`config.mk`:
```
export PLATFORM = sky130hd
export DESIGN_NAME = rgb_to_hsv_byte
export DESIGN_NICKNAME = d
export VERILOG_FILES = /design/src/rtl/rthb_pkg.sv /design/src/rtl/rthb_front.sv /design/src/rtl/rthb_div_stage.sv /design/src/rtl/rthb_back.sv /design/src/rtl/rgb_to_hsv_byte.sv
export SDC_FILE = /design/constraint.sdc
export NUM_CORES = 1
export LEC_CHECK = 0
export ABC_AREA = 0
export BUFFER_PORTS_ARGS = -buffer_cell sky130_fd_sc_hd__buf_2
export CORE_MARGIN = 5
export CORE_UTILIZATION = 35
export CTS_CLUSTER_SIZE = 24
export DETAILED_ROUTE_END_ITERATION = 8
export SLEW_MARGIN = 15
export SYNTH_ARGS = -nofsm -noshare
export SYNTH_HDL_FRONTEND = slang
export SYNTH_HIERARCHICAL = 1
export SYNTH_SLANG_ARGS = --single-unit
export TNS_END_PERCENT = 20
```
`constraint.sdc`:
```
create_clock -name clk -period 10.9 [get_ports clk]
set_input_delay 1.635 -clock clk [delete_from_list [all_inputs] [get_ports clk]]
set_output_delay 1.635 -clock clk [all_outputs]
set_load 0.05 [all_outputs]
```
`src/rtl/rthb_pkg.sv`:
```
// shared types, constants and divider step for the rgb to hsv converter
package rthb_pkg;

	localparam int unsigned DIV_STAGES = 4;

	localparam logic [7:0] HUE_SECTOR = 8'd43;
	localparam logic [7:0] HUE_GREEN  = 8'd86;
	localparam logic [7:0] HUE_BLUE   = 8'd172;

	typedef logic [1:0] sector_t;
	localparam sector_t SEC_RED   = 2'd0;
	localparam sector_t SEC_GREEN = 2'd1;
	localparam sector_t SEC_BLUE  = 2'd2;

	// pixel facts that ride alongside the dividers
	typedef struct packed {
		sector_t     sector;
		logic        neg;
		logic [7:0]  maxv;
		logic [7:0]  delta;
	} side_t;

	// partial remainder on top, numerator bits shifting out / quotient bits shifting in
	typedef struct packed {
		logic [7:0] rem;
		logic [7:0] low;
	} div_t;

	typedef struct packed {
		side_t side;
		div_t  sat;
		div_t  hue;
	} item_t;

	// one restoring division step, divisor of eight bits, quotient below 256
	function automatic div_t div_step(input div_t w, input logic [7:0] d);
		logic [8:0] t;
		logic [8:0] diff;
		logic       ge;
		div_t       r;
		t    = {w.rem, w.low[7]};
		diff = t - {1'b0, d};
		ge   = (t >= {1'b0, d});
		r.rem = ge ? diff[7:0] : t[7:0];
		r.low = {w.low[6:0], ge};
		return r;
	endfunction

endpackage

```
`src/rtl/rthb_front.sv`:
```
// max, min and sector pick, then divider numerators and initial remainders
module rthb_front (
	input  logic                 clk,
	input  logic                 arst_n,
	input  logic                 adv,
	input  logic                 in_valid,
	input  logic [7:0]           red,
	input  logic [7:0]           green,
	input  logic [7:0]           blue,
	output logic                 out_valid,
	output rthb_pkg::item_t      out_item
);
	import rthb_pkg::*;

	logic [7:0] mx;
	logic [7:0] mn;
	sector_t    sec;
	logic       neg;
	logic [7:0] mag;

	logic       valid_s1;
	side_t      side_s1;
	logic [7:0] mag_s1;

	logic [15:0] n_sat;
	logic [15:0] n_hue;

	always_comb begin
		mx = (red > green) ? red : green;
		mx = (mx > blue) ? mx : blue;
		mn = (red < green) ? red : green;
		mn = (mn < blue) ? mn : blue;
		// ties go to red, then green
		priority if (red == mx) begin
			sec = SEC_RED;
			neg = green < blue;
			mag = neg ? (blue - green) : (green - blue);
		end else if (green == mx) begin
			sec = SEC_GREEN;
			neg = blue < red;
			mag = neg ? (red - blue) : (blue - red);
		end else begin
			sec = SEC_BLUE;
			neg = red < green;
			mag = neg ? (green - red) : (red - green);
		end
	end

	always_ff @(posedge clk or negedge arst_n) begin
		if (!arst_n) begin
			valid_s1 <= 1'b0;
		end else if (adv) begin
			valid_s1 <= in_valid;
		end
	end

	always_ff @(posedge clk) begin
		if (adv) begin
			side_s1.sector <= sec;
			side_s1.neg    <= neg;
			side_s1.maxv   <= mx;
			side_s1.delta  <= mx - mn;
			mag_s1         <= mag;
		end
	end

	// 255*delta and 43*|diff|, both below 256 times their divisor
	always_comb begin
		n_sat = {side_s1.delta, 8'd0} - {8'd0, side_s1.delta};
		n_hue = {8'd0, mag_s1} * {8'd0, HUE_SECTOR};
	end

	always_ff @(posedge clk or negedge arst_n) begin
		if (!arst_n) begin
			out_valid <= 1'b0;
		end else if (adv) begin
			out_valid <= valid_s1;
		end
	end

	always_ff @(posedge clk) begin
		if (adv) begin
			out_item.side    <= side_s1;
			out_item.sat.rem <= n_sat[15:8];
			out_item.sat.low <= n_sat[7:0];
			out_item.hue.rem <= n_hue[15:8];
			out_item.hue.low <= n_hue[7:0];
		end
	end

endmodule

```
`src/rtl/rthb_div_stage.sv`:
```
// two restoring division steps for saturation and hue, one register stage
module rthb_div_stage (
	input  logic                 clk,
	input  logic                 arst_n,
	input  logic                 adv,
	input  logic                 in_valid,
	input  rthb_pkg::item_t      in_item,
	output logic                 out_valid,
	output rthb_pkg::item_t      out_item
);
	import rthb_pkg::*;

	div_t sat_a;
	div_t hue_a;
	div_t sat_b;
	div_t hue_b;

	always_comb begin
		sat_a = div_step(in_item.sat, in_item.side.maxv);
		sat_b = div_step(sat_a, in_item.side.maxv);
		hue_a = div_step(in_item.hue, in_item.side.delta);
		hue_b = div_step(hue_a, in_item.side.delta);
	end

	always_ff @(posedge clk or negedge arst_n) begin
		if (!arst_n) begin
			out_valid <= 1'b0;
		end else if (adv) begin
			out_valid <= in_valid;
		end
	end

	always_ff @(posedge clk) begin
		if (adv) begin
			out_item.side <= in_item.side;
			out_item.sat  <= sat_b;
			out_item.hue  <= hue_b;
		end
	end

endmodule

```
`src/rtl/rthb_back.sv`:
```
// hue offset and rounding fix-up, black and grey cases, output register
module rthb_back (
	input  logic                 clk,
	input  logic                 arst_n,
	input  logic                 adv,
	input  logic                 in_valid,
	input  rthb_pkg::item_t      in_item,
	output logic                 out_valid,
	output logic [7:0]           hue,
	output logic [7:0]           saturation,
	output logic [7:0]           brightness
);
	import rthb_pkg::*;

	logic       black;
	logic       grey;
	logic [7:0] q;
	logic [7:0] q_up;
	logic [7:0] h;
	logic [7:0] s;

	always_comb begin
		black = (in_item.side.maxv == 8'd0);
		grey  = (in_item.side.delta == 8'd0);
		q     = in_item.hue.low;
		// floor of a negative quotient rounds away from zero when inexact
		q_up  = q + {7'd0, (in_item.hue.rem != 8'd0)};
		unique case (in_item.side.sector)
			SEC_RED:   h = in_item.side.neg ? (8'd0 - q) : q;
			SEC_GREEN: h = in_item.side.neg ? (HUE_GREEN - q_up) : (HUE_GREEN + q);
			SEC_BLUE:  h = in_item.side.neg ? (HUE_BLUE - q_up) : (HUE_BLUE + q);
			default:   h = 8'd0;
		endcase
		if (black || grey) begin
			h = 8'd0;
		end
		s = black ? 8'd0 : in_item.sat.low;
	end

	always_ff @(posedge clk or negedge arst_n) begin
		if (!arst_n) begin
			out_valid <= 1'b0;
		end else if (adv) begin
			out_valid <= in_valid;
		end
	end

	always_ff @(posedge clk) begin
		if (adv) begin
			hue        <= h;
			saturation <= s;
			brightness <= in_item.side.maxv;
		end
	end

endmodule

```
`src/rtl/rgb_to_hsv_byte.sv`:
```
// top level of the 8-bit rgb to hsv pixel converter
//
// channel  dir  tdata bits (low first)                 tlast/tuser
// s_axis   in   red[7:0] green[15:8] blue[23:16]        none
// m_axis   out  hue[7:0] saturation[15:8] bright[23:16] none
//
// one pixel a cycle while the output is not stalled
// the two eight-step dividers run two steps per stage over four stages
// the whole pipe moves together when the output register is empty or being taken
// a stall freezes every stage, so no beat is lost or repeated
// reset clears only the stage valid bits
module rgb_to_hsv_byte (
	input  logic        clk,
	input  logic        arst_n,
	input  logic        s_axis_tvalid,
	output logic        s_axis_tready,
	input  logic [23:0] s_axis_tdata,   // red, green, blue
	output logic        m_axis_tvalid,
	input  logic        m_axis_tready,
	output logic [23:0] m_axis_tdata    // hue, saturation, brightness
);
	import rthb_pkg::*;

	logic  adv;
	logic  valid_p [DIV_STAGES+1];
	item_t item_p  [DIV_STAGES+1];
	logic [7:0] hue;
	logic [7:0] saturation;
	logic [7:0] brightness;

	assign adv           = !m_axis_tvalid || m_axis_tready;
	assign s_axis_tready = adv;

	rthb_front u_front (
		.clk       (clk),
		.arst_n    (arst_n),
		.adv       (adv),
		.in_valid  (s_axis_tvalid),
		.red       (s_axis_tdata[7:0]),
		.green     (s_axis_tdata[15:8]),
		.blue      (s_axis_tdata[23:16]),
		.out_valid (valid_p[0]),
		.out_item  (item_p[0])
	);

	for (genvar i = 0; i < DIV_STAGES; i++) begin : g_div
		rthb_div_stage u_div (
			.clk       (clk),
			.arst_n    (arst_n),
			.adv       (adv),
			.in_valid  (valid_p[i]),
			.in_item   (item_p[i]),
			.out_valid (valid_p[i+1]),
			.out_item  (item_p[i+1])
		);
	end

	rthb_back u_back (
		.clk        (clk),
		.arst_n     (arst_n),
		.adv        (adv),
		.in_valid   (valid_p[DIV_STAGES]),
		.in_item    (item_p[DIV_STAGES]),
		.out_valid  (m_axis_tvalid),
		.hue        (hue),
		.saturation (saturation),
		.brightness (brightness)
	);

	assign m_axis_tdata = {brightness, saturation, hue};

endmodule

```
==> qor.txt <==
WL/cell: 17.39 µm
clock-pin transition on the worst setup and hold timing paths: 0.06 ns
GP Congestion: 0.8866
Avg Inst Size Synth: 11.00 µm²
Synth Cell Area: 21910 µm²
skew final: 0.01261 ns
crit path DAT: 7.35 ns
worst r2r path cells: 15
hold buffer count at cts: 0
worst hold slack: 0.4105 ns
CP Launch Type: primary input
status: finished, final reports clean
WP data required: 11.18 ns
largest net degree at the start of global routing: 71
first-pass GRT wire length: 82030 µm
Die Width: 260.2 µm
clk buf depth: 3
fill count: 5912
Worst Setup Slack, final: 3.831 ns
Period minus WS final: 7.069 ns
Skew-Pair Late Insertion Delay: 0.54 ns
share of layout cells above drive strength 1: 12.68%
# diodes: 0
Worst-Margin Slew: 1.022 ns
Final TNS setup: 0 ns
setup slack at placement: 3.330 ns
total track usage: 14.80%
H-tree levels: 2
Antenna Nets Post-Route: 0
Iteration-0 DRC Markers: 783
CP Capture Type: flip-flop
Worst Hold Depth: 0
setup bufs post-CTS: 0
TritonCTS clock tree: yes
Fin. Hold Viols: 0
Port Buffers: 53
P&R area growth vs syn: 10.82%
die area: 67700 µm²
Final HPWL DP: 39770 µm
Gate Count Post-Synth: 1992
Routed WL: 50910 µm
RSZ-0062 raised after global routing: no
vias: 15350
Slew Viols, Final: 0
Die Height: 260.2 µm
relative slew slack: 31.80%
Max-Cap Viols: 0
vias per cell: 5.244
Final period util: 64.85%
Initial Util: 35.43%
worst hold path type: reg2reg
drt first pass iters: 5
maximum clock rate: 0.1415 GHz
post-route DRC violation count: 0
Cell Rows: 91
io pins: 54
initial antenna violation count: 0
critical path class: in2reg
residual overflow from global routing: 0
CP Max Fanout: 16
CORE AREA: 61830 µm²
Final setup viols: 0
total CTS buffers: 36
NumNets Final: 2360
number of global-route vias before repair: 15734
# resized after CTS: 0
TritonCTS Sinks: 302
yosys warns: 6
Clock Root Buffer: clkbuf_16
## per-layer routing
layer | GRT usage (%) | wire length, µm | vias to the layer above
met5 | 0 | 0 | -
met4 | 5.004 | 1579 | 0
met3 | 1.932 | 1901 | 100
met2 | 26.12 | 25070 | 332
met1 | 18.75 | 22360 | 7385
li1 | - | - | 7533
## final timing paths
| path | start | end | slack [ns] |
|---|---|---|---|
| worst max-delay path | s_axis_tdata[4] | u_front/mag_s1[7]$_DFFE_PP_ | 3.83 |
| worst min-delay path | g_div[2].u_div/out_item[0]$_DFFE_PP_ | g_div[3].u_div/out_item[2]$_DFFE_PP_ | 0.41 |
| worst min register to register | g_div[2].u_div/out_item[0]$_DFFE_PP_ | g_div[3].u_div/out_item[2]$_DFFE_PP_ | 0.41 |
| worst max register to register | u_front/out_item[42]$_DFFE_PP_ | g_div[0].u_div/out_item[28]$_DFFE_PP_ | 6.02 |
| min in group asynchronous | arst_n | g_div[0].u_div/out_valid$_DFFE_PN0P_ | 0.92 |
| max in group asynchronous | arst_n | g_div[2].u_div/out_valid$_DFFE_PN0P_ | 9.83 |
## metrics by stage
step	instance area [µm²]	utilization [%]	cells
3_5_place_dp	23100	37.37	2862
2_1_floorplan	21910	-	1993
6_report	24280	39.27	2927
3_3_place_gp	23100	37.37	2862
5_1_grt	24280	39.27	2927
4_1_cts	24280	39.27	2927
## worst max-delay path, cell delays in order
cell and delay (ns):
buf_2 0.19, inv_1 0.13, ha_1 0.44, nand4_4 0.19, o32ai_4 0.80, mux2i_1 0.51
ha_1 0.33, nor2b_1 0.14, o211a_1 0.23, o21a_1 0.28, nor2_1 0.73, o21a_2 0.31
xnor2_1 0.12, nand4_1 0.59, and2_1 0.39, a221o_1 0.32
## flip-flops by register name, indices dropped and copies added (netlist names)
register               cells
u_back/hue                 8
u_front/mag_s1             8
g_div.u_div/out_item     196
u_front/valid_s1           1
u_back/saturation          8
u_front/side_s1           19
g_div.u_div/out_valid      4
u_back/out_valid           1
u_front/out_item          48
u_back/brightness          8
u_front/out_valid          1
## layout make-up
| cell class | instances | area [µm²] | area share (%) |
|---|---|---|---|
| repair buffers | 59 | 310.3 | 1.278 |
| inverters | 207 | 784.5 | 3.231 |
| multi-input cells | 1457 | 11930 | 49.13 |
| clock inverters | 22 | 225.2 | 0.9276 |
| well taps | 837 | 1047 | 4.314 |
| flip-flops and latches | 302 | 9034 | 37.21 |
| clock buffers | 43 | 948.4 | 3.906 |
## layout by cell type (no fill, tap or decap), types with 42 or more instances in the layout
cell type,n
ha_1,239
edfxtp_1,295
buf_2,53
o21ai_0,94
a21oi_1,114
xor2_1,43
xnor2_1,88
nand2_1,85
inv_1,200
mux2i_1,55
mux2_2,83
nor2_1,104
nor3_1,42
Power is not shown: default switching activity piles up to over one toggle a cycle in this logic, so the estimate is an artifact.
